===== config.mk =====
export PLATFORM = sky130hd
export DESIGN_NAME = lorenz_euler_integrator
export DESIGN_NICKNAME = d
export VERILOG_FILES = /design/src/lei_pkg.sv /design/src/lorenz_euler_integrator.sv /design/src/lei_mul_unit.sv
export SDC_FILE = /design/constraint.sdc
export NUM_CORES = 2
export LEC_CHECK = 0
export BUFFER_PORTS_ARGS = -buffer_cell sky130_fd_sc_hd__buf_2
export CORE_UTILIZATION = 58
export CTS_CLUSTER_SIZE = 28
export DETAILED_ROUTE_END_ITERATION = 16
export PLACE_DENSITY = 0.78
export SYNTH_ARGS = -nofsm -noshare
export SYNTH_HDL_FRONTEND = slang
export SYNTH_SLANG_ARGS = --single-unit

===== constraint.sdc =====
create_clock -name clock -period 11.6 [get_ports clock]
set_input_delay 1.74 -clock clock [delete_from_list [all_inputs] [get_ports clock]]
set_output_delay 1.74 -clock clock [all_outputs]
set_load 0.03 [all_outputs]

===== src/lei_pkg.sv =====
// ---------------------------------------------------------------------------
// Lorenz Euler integrator package
// Shared widths, register indexes and the saturating add used by the block.
// ---------------------------------------------------------------------------
package lei_pkg;

   localparam int DATA_W            = 32;
   localparam int STEP_W            = 31;
   localparam int COUNT_W           = 16;
   localparam int FRAC_BITS_DEFAULT = 20;
   localparam int REQ_DATA_W        = 8;
   localparam int RSP_DATA_W        = COUNT_W + 6 * DATA_W;
   localparam int CSR_INDEX_W       = 3;

   typedef logic signed [DATA_W-1:0] sword_type;

   typedef enum logic [CSR_INDEX_W-1:0] {
      CSR_STEP_SIZE  = 3'd0,
      CSR_SIGMA_GAIN = 3'd1,
      CSR_RHO_GAIN   = 3'd2,
      CSR_BETA_GAIN  = 3'd3,
      CSR_START_X    = 3'd4,
      CSR_START_Y    = 3'd5,
      CSR_START_Z    = 3'd6,
      CSR_STEP_LIMIT = 3'd7
   } csr_index_type;

   localparam sword_type SWORD_MAX = {1'b0, {(DATA_W-1){1'b1}}};
   localparam sword_type SWORD_MIN = {1'b1, {(DATA_W-1){1'b0}}};

   function automatic sword_type sat_add(input sword_type a, input sword_type b,
                                         input logic sub);
      logic signed [DATA_W:0] sum;
      sum = sub ? ({a[DATA_W-1], a} - {b[DATA_W-1], b})
                : ({a[DATA_W-1], a} + {b[DATA_W-1], b});
      if (sum[DATA_W] != sum[DATA_W-1]) begin
         return sum[DATA_W] ? SWORD_MIN : SWORD_MAX;
      end
      return sum[DATA_W-1:0];
   endfunction

endpackage


===== src/lorenz_euler_integrator.sv =====
// ---------------------------------------------------------------------------
// Lorenz Euler integrator
// Forward-Euler stepping of the Lorenz system in signed fixed point.
// ---------------------------------------------------------------------------
// An advance beat (restart bit low) keeps the block busy from acceptance
// through DIFF, SIG, RHO, XY, BETA, EMIT, HX, HY, HZ and UPDZ, and no new
// beat is taken before it is back in idle: seven products go one after
// another through a single registered 32x32 multiplier, since the derivative
// terms feed the point update and each step needs the point left by the one
// before. The result beat is formed in EMIT, after DIFF to BETA, and is held
// in an output register, so the block only waits there if the previous
// result has not yet been taken. A restart beat, or an advance beat after
// step_limit steps, is taken in idle and produces no result beat.
module lorenz_euler_integrator #(
   parameter int FRAC_BITS = lei_pkg::FRAC_BITS_DEFAULT
) (
   input  logic                              clock,
   input  logic                              reset,
   input  logic                              req_tvalid,
   output logic                              req_tready,
   input  logic [lei_pkg::REQ_DATA_W-1:0]    req_tdata,  // restart
   output logic                              rsp_tvalid,
   input  logic                              rsp_tready,
   // step_index, x_out, y_out, z_out, x_rate, y_rate, z_rate
   output logic [lei_pkg::RSP_DATA_W-1:0]    rsp_tdata,
   output logic                              rsp_tlast,  // last_step
   input  logic                              csr_we,
   input  logic [lei_pkg::CSR_INDEX_W-1:0]   csr_index,
   input  logic [lei_pkg::DATA_W-1:0]        csr_wdata
);
   import lei_pkg::*;

   localparam logic [63:0] RST_H     = ((64'd5 << FRAC_BITS) + 64'd500) / 64'd1000;
   localparam logic [63:0] RST_SIGMA = 64'd10 << FRAC_BITS;
   localparam logic [63:0] RST_RHO   = 64'd28 << FRAC_BITS;
   localparam logic [63:0] RST_BETA  = (64'd2 * (64'd8 << FRAC_BITS) + 64'd3) / 64'd6;
   localparam logic [63:0] RST_X     =
      ((64'd1000001 << FRAC_BITS) + 64'd500000) / 64'd1000000;
   localparam logic [63:0] RST_Y     = ((64'd12 << FRAC_BITS) + 64'd5) / 64'd10;
   localparam logic [63:0] RST_Z     = ((64'd17 << FRAC_BITS) + 64'd5) / 64'd10;
   localparam logic [COUNT_W-1:0] RST_LIMIT = COUNT_W'(16198);

   typedef enum logic [10:0] {
      ST_IDLE = 11'b000_0000_0001,
      ST_DIFF = 11'b000_0000_0010,
      ST_SIG  = 11'b000_0000_0100,
      ST_RHO  = 11'b000_0000_1000,
      ST_XY   = 11'b000_0001_0000,
      ST_BETA = 11'b000_0010_0000,
      ST_EMIT = 11'b000_0100_0000,
      ST_HX   = 11'b000_1000_0000,
      ST_HY   = 11'b001_0000_0000,
      ST_HZ   = 11'b010_0000_0000,
      ST_UPDZ = 11'b100_0000_0000
   } state_type;

   state_type             state_ff, state_in;
   logic [STEP_W-1:0]     step_size_ff;
   sword_type             sigma_ff, rho_ff, beta_ff;
   sword_type             start_x_ff, start_y_ff, start_z_ff;
   logic [COUNT_W-1:0]    step_limit_ff;

   sword_type             x_ff, y_ff, z_ff;
   logic [COUNT_W-1:0]    count_ff;
   sword_type             ta_ff, dx_ff, dy_ff, dz_ff;

   logic                  rsp_valid_ff;
   logic [RSP_DATA_W-1:0] rsp_data_ff;
   logic                  rsp_last_ff;

   sword_type             mul_a, mul_b, scaled;
   sword_type             add_a, add_b, add_out;
   logic                  add_sub;
   logic                  req_fire, rsp_load;
   logic [COUNT_W:0]      count_next;

   lei_mul_unit #(.FRAC_BITS(FRAC_BITS)) u_mul (
      .clock  (clock),
      .mul_a  (mul_a),
      .mul_b  (mul_b),
      .scaled (scaled)
   );

   assign req_tready = (state_ff == ST_IDLE);
   assign req_fire   = req_tvalid && req_tready;
   assign rsp_load   = (state_ff == ST_EMIT) && (!rsp_valid_ff || rsp_tready);
   assign count_next = {1'b0, count_ff} + 1'b1;
   assign add_out    = sat_add(add_a, add_b, add_sub);

   always_comb begin
      mul_a   = x_ff;
      mul_b   = y_ff;
      add_a   = y_ff;
      add_b   = x_ff;
      add_sub = 1'b1;
      unique case (state_ff)
         ST_SIG: begin
            mul_a = sigma_ff;
            mul_b = ta_ff;
            add_a = rho_ff;
            add_b = z_ff;
         end
         ST_RHO: begin
            mul_b = ta_ff;
         end
         ST_XY: begin
            add_a = scaled;
            add_b = y_ff;
         end
         ST_BETA, ST_EMIT: begin
            mul_a = beta_ff;
            mul_b = z_ff;
            add_a = ta_ff;
            add_b = scaled;
         end
         ST_HX: begin
            mul_a = {1'b0, step_size_ff};
            mul_b = dx_ff;
         end
         ST_HY: begin
            mul_a   = {1'b0, step_size_ff};
            mul_b   = dy_ff;
            add_a   = x_ff;
            add_b   = scaled;
            add_sub = 1'b0;
         end
         ST_HZ: begin
            mul_a   = {1'b0, step_size_ff};
            mul_b   = dz_ff;
            add_a   = y_ff;
            add_b   = scaled;
            add_sub = 1'b0;
         end
         ST_UPDZ: begin
            add_a   = z_ff;
            add_b   = scaled;
            add_sub = 1'b0;
         end
         default: begin
         end
      endcase
   end

   always_comb begin
      state_in = state_ff;
      unique case (state_ff)
         ST_IDLE: begin
            if (req_fire && !req_tdata[0] && (count_ff < step_limit_ff)) begin
               state_in = ST_DIFF;
            end
         end
         ST_DIFF: state_in = ST_SIG;
         ST_SIG:  state_in = ST_RHO;
         ST_RHO:  state_in = ST_XY;
         ST_XY:   state_in = ST_BETA;
         ST_BETA: state_in = ST_EMIT;
         ST_EMIT: begin
            if (rsp_load) begin
               state_in = ST_HX;
            end
         end
         ST_HX:   state_in = ST_HY;
         ST_HY:   state_in = ST_HZ;
         ST_HZ:   state_in = ST_UPDZ;
         ST_UPDZ: state_in = ST_IDLE;
         default: state_in = ST_IDLE;
      endcase
   end

   always_ff @(posedge clock) begin
      if (reset) begin
         state_ff      <= ST_IDLE;
         step_size_ff  <= RST_H[STEP_W-1:0];
         sigma_ff      <= RST_SIGMA[DATA_W-1:0];
         rho_ff        <= RST_RHO[DATA_W-1:0];
         beta_ff       <= RST_BETA[DATA_W-1:0];
         start_x_ff    <= RST_X[DATA_W-1:0];
         start_y_ff    <= RST_Y[DATA_W-1:0];
         start_z_ff    <= RST_Z[DATA_W-1:0];
         step_limit_ff <= RST_LIMIT;
         x_ff          <= RST_X[DATA_W-1:0];
         y_ff          <= RST_Y[DATA_W-1:0];
         z_ff          <= RST_Z[DATA_W-1:0];
         count_ff      <= '0;
         rsp_valid_ff  <= 1'b0;
      end else begin
         state_ff <= state_in;
         if (csr_we) begin
            unique case (csr_index_type'(csr_index))
               CSR_STEP_SIZE:  step_size_ff  <= csr_wdata[STEP_W-1:0];
               CSR_SIGMA_GAIN: sigma_ff      <= csr_wdata;
               CSR_RHO_GAIN:   rho_ff        <= csr_wdata;
               CSR_BETA_GAIN:  beta_ff       <= csr_wdata;
               CSR_START_X:    start_x_ff    <= csr_wdata;
               CSR_START_Y:    start_y_ff    <= csr_wdata;
               CSR_START_Z:    start_z_ff    <= csr_wdata;
               CSR_STEP_LIMIT: step_limit_ff <= csr_wdata[COUNT_W-1:0];
               default: begin
               end
            endcase
         end
         if (req_fire && req_tdata[0]) begin
            x_ff     <= start_x_ff;
            y_ff     <= start_y_ff;
            z_ff     <= start_z_ff;
            count_ff <= '0;
         end
         if (state_ff == ST_HY) begin
            x_ff <= add_out;
         end
         if (state_ff == ST_HZ) begin
            y_ff <= add_out;
         end
         if (state_ff == ST_UPDZ) begin
            z_ff     <= add_out;
            count_ff <= count_next[COUNT_W-1:0];
         end
         if (rsp_load) begin
            rsp_valid_ff <= 1'b1;
         end else if (rsp_tready) begin
            rsp_valid_ff <= 1'b0;
         end
      end
   end

   always_ff @(posedge clock) begin
      if ((state_ff == ST_DIFF) || (state_ff == ST_SIG)) begin
         ta_ff <= add_out;
      end
      if (state_ff == ST_BETA) begin
         ta_ff <= scaled;
      end
      if (state_ff == ST_RHO) begin
         dx_ff <= scaled;
      end
      if (state_ff == ST_XY) begin
         dy_ff <= add_out;
      end
      if (rsp_load) begin
         dz_ff       <= add_out;
         rsp_data_ff <= {add_out, dy_ff, dx_ff, z_ff, y_ff, x_ff, count_ff};
         rsp_last_ff <= (count_next == {1'b0, step_limit_ff});
      end
   end

   assign rsp_tvalid = rsp_valid_ff;
   assign rsp_tdata  = rsp_data_ff;
   assign rsp_tlast  = rsp_last_ff;

   a_rsp_from_emit: assert property (@(posedge clock) disable iff (reset)
      $rose(rsp_valid_ff) |-> $past(state_ff == ST_EMIT))
      else $error("result beat raised outside the emit step");

   a_step_in_range: assert property (@(posedge clock) disable iff (reset)
      (state_ff == ST_DIFF) |-> $past(count_ff < step_limit_ff))
      else $error("advance started with the step count exhausted");

   a_restart_clears: assert property (@(posedge clock) disable iff (reset)
      (req_fire && req_tdata[0]) |=> (count_ff == '0 && state_ff == ST_IDLE))
      else $error("restart did not clear the step count");

   a_point_held: assert property (@(posedge clock) disable iff (reset)
      (state_ff == ST_EMIT) |=> $stable(x_ff) && $stable(z_ff))
      else $error("point changed while the result was being formed");

endmodule


===== src/lei_mul_unit.sv =====
// ---------------------------------------------------------------------------
// Lorenz Euler integrator shared multiplier
// Registered signed 32x32 product, then arithmetic shift and saturation.
// ---------------------------------------------------------------------------
module lei_mul_unit #(
   parameter int FRAC_BITS = lei_pkg::FRAC_BITS_DEFAULT
) (
   input  logic              clock,
   input  lei_pkg::sword_type mul_a,
   input  lei_pkg::sword_type mul_b,
   output lei_pkg::sword_type scaled
);
   import lei_pkg::*;

   localparam int PROD_W = 2 * DATA_W;
   localparam logic signed [PROD_W-1:0] PROD_MAX =
      {{(PROD_W-DATA_W+1){1'b0}}, {(DATA_W-1){1'b1}}};
   localparam logic signed [PROD_W-1:0] PROD_MIN =
      {{(PROD_W-DATA_W+1){1'b1}}, {(DATA_W-1){1'b0}}};

   logic signed [PROD_W-1:0] prod_ff;
   logic signed [PROD_W-1:0] prod_in;
   logic signed [PROD_W-1:0] shifted;

   assign prod_in = PROD_W'(mul_a) * PROD_W'(mul_b);

   always_ff @(posedge clock) begin
      prod_ff <= prod_in;
   end

   assign shifted = prod_ff >>> FRAC_BITS;

   always_comb begin
      if (shifted > PROD_MAX) begin
         scaled = SWORD_MAX;
      end else if (shifted < PROD_MIN) begin
         scaled = SWORD_MIN;
      end else begin
         scaled = shifted[DATA_W-1:0];
      end
   end

endmodule


# ---- Word-level counts from Yosys, hierarchy flattened
# Cells that the tools add are included.
dict set report classes {
  addsub 3
  mul 1
  div_mod_pow 0
  n_lt_le_gt_ge 3
  n_eq_ne 22
  shift 0
  mux 26
  bitwise 0
  reduce_logical 29
}
# operator count
set op_table {}
lappend op_table {{32-bit two-way mux} 13}
lappend op_table {{32-bit one-hot mux with 5 select lines} 2}
lappend op_table {{32-bit one-hot mux with 3 select lines} 2}
lappend op_table {{11-bit one-hot mux with 10 select lines} 1}
lappend op_table {{32-bit by 32-bit multiplier with 64-bit output} 1}
lappend op_table {{44-bit by 32-bit > comparator with 1-bit output (second input constant)} 1}
lappend op_table {{44-bit by 32-bit less-than comparator with 1-bit output (second input constant)} 1}
lappend op_table {{32-bit by 32-bit adder with 33-bit output} 1}
lappend op_table {{33-bit two-way mux} 1}
lappend op_table {{32-bit by 32-bit subtractor with 33-bit output} 1}
lappend op_table {{16-bit two-way mux} 2}
lappend op_table {{11-bit two-way mux} 2}
lappend op_table {{2-bit AND reduction} 9}
lappend op_table {{16-bit by 1-bit adder with 17-bit output (second input constant)} 1}
lappend op_table {{17-bit by 16-bit == test with 1-bit output} 1}
lappend op_table {{16-bit less-than comparator} 1}
lappend op_table {{3-bit == test (second input constant)} 4}
lappend op_table {{11-bit by 1-bit == test with 1-bit output (second input constant)} 1}
lappend op_table {{11-bit by 10-bit == test with 1-bit output (second input constant)} 1}
lappend op_table {{11-bit == test (second input constant)} 1}
lappend op_table {{11-bit by 2-bit == test with 1-bit output (second input constant)} 1}
lappend op_table {{11-bit by 3-bit == test with 1-bit output (second input constant)} 1}
lappend op_table {{11-bit by 4-bit == test with 1-bit output (second input constant)} 1}
lappend op_table {{11-bit by 5-bit == test with 1-bit output (second input constant)} 1}
lappend op_table {{other kinds (18)} 33}
dict set report totals {
  ff_bits 764
  latchBits 0
  ramBits 0
  mem_bits_ro 0
  input_bits 48
  output_inout_bits 211
  wordCells 105
  n_memories 0
}

# ---- Logic depth before layout (Yosys ltp)
dict set report logic_depth {
  ltp_word 11
  ltp_mapped 43
  mapped_depth_nobuf 36
}

# ---- Modules after synthesis
# Synthesis repeated with hierarchy kept, for this count alone.
dict set report unflattened {
  hier_cells 6897
  hier_area_um2 66402.4
}
# mod instances cells_per_inst area_per_inst_um2 seq_area_each_um2
set modules_own_cells {}
lappend modules_own_cells {lei_mul_unit 1 3781 36327.3 880.8}
lappend modules_own_cells {lorenz_euler_integrator 1 3116 30075.1 16425.8}

# ---- Worst setup path after synthesis
# No wires, ideal clock.
dict set report synth_path {
  path_type {in2reg}
  from {input port rsp_tready}
  to {register dz_ff[0], enable pin}
  setup_time_ns 0.806
  t_arrival_ns 11.057
  t_required_ns 10.794
  slack_ns -0.262
  stages 2
  n_path_buf 0
  cell_sequence {nand2b_1 nor2b_1}
}
dict set report synth_between {
  elab_chain_len 2
}
# item line
set synth_rtl {}
lappend synth_rtl {{start, declared} lorenz_euler_integrator.sv:23} ;# input logic rsp_tready,
lappend synth_rtl {{1-bit logical OR} lorenz_euler_integrator.sv:86} ;# assign rsp_load = (state_ff == ST_EMIT) && (!rsp_valid_ff || rsp_tready);
lappend synth_rtl {{1-bit logical AND} lorenz_euler_integrator.sv:86}
lappend synth_rtl {{via rsp_load} lorenz_euler_integrator.sv:74} ;# logic req_fire, rsp_load;
lappend synth_rtl {{end signal, assigned} lorenz_euler_integrator.sv:240} ;# dz_ff <= add_out;
lappend synth_rtl {{end, declared} lorenz_euler_integrator.sv:65} ;# sword_type ta_ff, dx_ff, dy_ff, dz_ff;
# The timed path passes the listed nets, and every way through them passes these cells.
# A chain may end at the register's enable or synchronous reset.

# ---- Worst setup path after layout
dict set report layout_path {
  from {register state_ff[5]}
  to {register u_mul.prod_ff[63]}
}
dict set report layout_between {
  elab_chain_len 4
  elab_cells_between_ends 13
  cone_classes {mul: 1; eq/ne: 7; mux: 2; reduce/logical: 3}
}
# item line
set layout_rtl {}
lappend layout_rtl {{start, declared} lorenz_euler_integrator.sv:57} ;# state_type state_ff, state_in;
lappend layout_rtl {{start signal, assigned} lorenz_euler_integrator.sv:187} ;# state_ff <= state_in;
lappend layout_rtl {{11-bit by 9-bit == test with 1-bit output (tied with other cells)} lorenz_euler_integrator.sv:96} ;# unique case (state_ff)
lappend layout_rtl {{3-bit OR reduction (no source line) (tied with other cells)} --}
lappend layout_rtl {{32-bit one-hot mux with 3 select lines or 32-bit one-hot mux with 5 select lines (tied branches)} lorenz_euler_integrator.sv:96}
lappend layout_rtl {{32-bit by 32-bit multiplier with 64-bit output *} lei_mul_unit.sv:25} ;# assign prod_in = PROD_W'(mul_a) * PROD_W'(mul_b);
lappend layout_rtl {{via u_mul.prod_in[63]} lei_mul_unit.sv:22} ;# logic signed [PROD_W-1:0] prod_in;
lappend layout_rtl {{end signal, assigned} lei_mul_unit.sv:28} ;# prod_ff <= prod_in;
lappend layout_rtl {{end, declared} lei_mul_unit.sv:21} ;# logic signed [PROD_W-1:0] prod_ff;
# The timed path passes the listed nets; every way through them passes the cells marked *.

==> qor_table.md <==
| Quantity | Reported |
|---|---|
| Synth Cell Area | 66,900 um^2 |
| Critical R2R Launch | state_ff[5]$_SDFFE_PP0P_ |
| Sw power | 2250 uW |
| Number of max-cap violations | 0 |
| Async set or reset register ratio after synthesis | 0% |
| Drt via density | 6.47 |
| Cell type contributing the most total cell area after synthesis | sky130_fd_sc_hd__fa_1 |
| Initial antenna violation count | 46 |
| Top post-synthesis cells by area | sky130_fd_sc_hd__fa_1, sky130_fd_sc_hd__edfxtp_1, sky130_fd_sc_hd__dfxtp_1, sky130_fd_sc_hd__nand2_1, sky130_fd_sc_hd__inv_1 |
| Final ANT Viol Nets | 0 |
| Layout cell share with drive strength beyond 1 | 11.1% |
| Synth-to-Final Area Change | 10.9% |
| Clock tree skew after final layout | 0.0306 ns |
| Clk network pwr share | 36.6% |
| Most frequent cells after synthesis | sky130_fd_sc_hd__nand2_1, sky130_fd_sc_hd__fa_1, sky130_fd_sc_hd__inv_1 |
| Max-slew violation count | 0 |
| Number of enable flip-flop cells after synthesis | 305 |
| Die Y-Extent | 342 um |
| Data arrival, critical path | 11.69 ns |
| Clock buffers created by TritonCTS | 70 |
| Leak pwr | 0.0336 uW |
| Power per standard cell area | 92.5 nW/um^2 |
| Number of buffers added on ports | 251 |
| Required time worst endpoint | 12.15 ns |
| Period minus WS final | 11.14 ns |
| Start point of the critical path | state_ff[5]$_SDFFE_PP0P_ |
| Library cells used by synthesis | 84 |
| Met3 wire length | 45,600 um |
| Sequential share of power | 40.9% |
| Die X-Extent | 342 um |
| Count of final hold-check violations | 0 |
| Maximum number of buffers from clock root to sink | 3 |
| CP peak stage delay | 0.94 ns |
| CTS tree | yes |
| Peak fanout along the critical path | 20 |
| Number of iterations in the first detailed-routing pass | 9 |
| Total routed wirelength | 272,000 um |
| Die area | 117,000 um^2 |
| Sum Neg Setup Slack | 0 ns |
| Top Metal Used | met5 |
| Vias in the first global route | 57.5k |
| Most common cell in the netlist | sky130_fd_sc_hd__nand2_1 |
| Max FFs per register | 176 |
| Final worst hold slack | 0.454 ns |
| Met2 WL post-DR | 110,000 um |
| Power share of the combinational group | 22.5% |
| Footprint of the flip-flops and latches | 17,300 um^2 |
| Final GP Congestion | 1.04 |
| Setup repair after global routing missed its margin | false |
| Sinks on Clock Net | 712 |
| Number of warning messages in the yosys log | 0 |
| Startpoint type of the worst setup path | flip-flop |
| Flop and latch count out of synthesis | 712 |
| DR WL/cell | 30.1 um |
| Clock transition at the register clock pins on the worst setup and hold paths after CTS | 0.09 ns |
| Run status | finished, final reports clean |
| Internal Power | 4610 uW |
| Routed metal-1 wirelength | 91,500 um |
| Post-Syn Nets | 8,575 |
| Worst path most repeated cell | sky130_fd_sc_hd__fa_1 |
| Power Total | 6860 uW |
| Final setup viols | 0 |
| Register area share after synthesis | 25.9% |
| Detailed-route via count | 58.5k |
| Worst IR Drop VDD | 0.122 mV |
| Largest net degree at the start of global routing | 225 |
| First-pass GRT wire length | 388,000 um |
| Number of buffer and inverter stages on the critical path | 4 |
| Capturing element type of the critical path | flip-flop |
| Net count reported at finish | 8,804 |
| Worst Min Path Start | start_y_ff[25]$_SDFFE_PP0P_ |
| Core Area | 114,000 um^2 |
| Period utilisation layout | 96.0% |
| DRC | 0 |
| Total track usage | 46.7% |
| # fillers | 9,141 |
| Number of H-tree levels | 3 |
| Remaining global-route overflow | 0 |
| Worst rel slew slack | 6.20% |
| Num rows | 124 |
| Kind of critical path | reg2reg |
| Maximum achievable frequency | 89.8 MHz |
| Area of the multi-input gates | 44,400 um^2 |
| Buffer type at the clock tree root | sky130_fd_sc_hd__clkbuf_16 |
| DPL Wire Length | 205,000 um |
| Transition time at the pin with the least slew margin | 1.40 ns |
| Total I/O pin count | 259 |
| Starting density of the core | 58.5% |
| Switching fraction of total power | 32.8% |
| Initial drt markers | 8,342 |
| Mapped Cells | 7,215 |
| Main flop type after synthesis | sky130_fd_sc_hd__dfxtp_1 |
| Top-area cell type share of the netlist area | 32.4% |
| Avg Synthesized Cell Area | 9.27 um^2 |
| Source-to-sink clock delay at the later pin of the worst-skew pair | 0.66 ns |
| Critical path's top delay family | adder cells |
| Worst hold path class | reg2reg |
| Slowest library cell on the worst path | sky130_fd_sc_hd__fa_1 |
## power groups by stage
stage               Clock [uW]  Sequential (uW)  Combinational (uW)
finish                    2510             2800                1540
global route              2600             2800                1570
CTS                       2490             2800                1450
detailed placement           0             2850                1440
global placement             0             2850                1420
floorplan                    0             2820                 822
## metrics by stage
| stage | utilization, % | worst slack [ns] | instance area, um^2 | std cells |
|---|---|---|---|---|
| finish | 64.9 | 0.464 | 74200 | 9043 |
| global route | 64.8 | 0.0703 | 74100 | 9016 |
| CTS | 64.7 | 0.508 | 74000 | 9008 |
| detailed placement | 62.6 | 0.526 | 71500 | 8878 |
| global placement | 62.6 | 0.558 | 71500 | 8878 |
| floorplan | - | 1.44 | 66900 | 7215 |
## repair_timing
action	CTS	global route
endpoints found under the setup margin	0	2
resized for setup	0	3
buffers inserted	0	6
hold buffers	0	0
## layout make-up
| class | instances | area share, % |
|---|---|---|
| multi-input combinational | 5043 | 59.8 |
| clock inverter | 33 | 0.550 |
| tap | 1512 | 2.55 |
| clock buffer | 97 | 2.79 |
| sequential | 712 | 23.3 |
| inverter | 1021 | 5.17 |
| timing repair buffer | 596 | 5.66 |
| antenna | 29 | 0.0979 |
## cells by family after synthesis
group | share of synthesized area, %
adders and majority gates | 36.7
DFF | 25.9
AOI/OAI and AO/OA | 10.5
and+or+nand+nor | 15.8
xor gates and xnor gates | 1.91
buffers and inverters | 8.31
muxes | 0.862
## routing by layer
layer,vias to the layer above,GRT usage [%]
li1,23600,-
met1,28700,57.8
met2,4897,65.8
met3,1267,20.5
met4,28,32.1
met5,-,0
## final timing paths
path | endpoint | slack, ns | cells after the start
worst min-delay path | start_y_ff[25]$_SDFFE_PP0P_ | 0.45 | 2
worst max register to register | u_mul.prod_ff[63]$_DFF_P_ | 0.46 | 32
worst max-delay path | u_mul.prod_ff[63]$_DFF_P_ | 0.46 | 32
worst min register to register | start_y_ff[25]$_SDFFE_PP0P_ | 0.45 | 2
## cell usage in the layout, fill, tap and decap left out, drive strengths merged, types with 19 or more instances in the layout
cell type	instances
nand2	1218
fa	1082
inv	1029
nor2	698
buf	596
dfxtp	407
a21oi	384
edfxtp	305
ha	230
o21ai	141
a22oi	113
xnor2	98
clkbuf	97
nand3	87
a21o	85
and3	76
nand3b	71
o22ai	57
a221oi	50
a31oi	49
xor2	48
nand4	47
nand2b	46
a22o	42
nor3	36
and2	33
and4	31
diode	29
mux2	29
o21a	28
mux2i	25
nor2b	22
o31ai	20
or2	19
## tightest hold or removal path: stages, from the launching register on
cell	delay [ns]
sky130_fd_sc_hd__dfxtp_1	0.31
sky130_fd_sc_hd__nand2_1	0.05
sky130_fd_sc_hd__a21oi_1	0.05
Note: power is estimated with default switching activity, not from simulation.
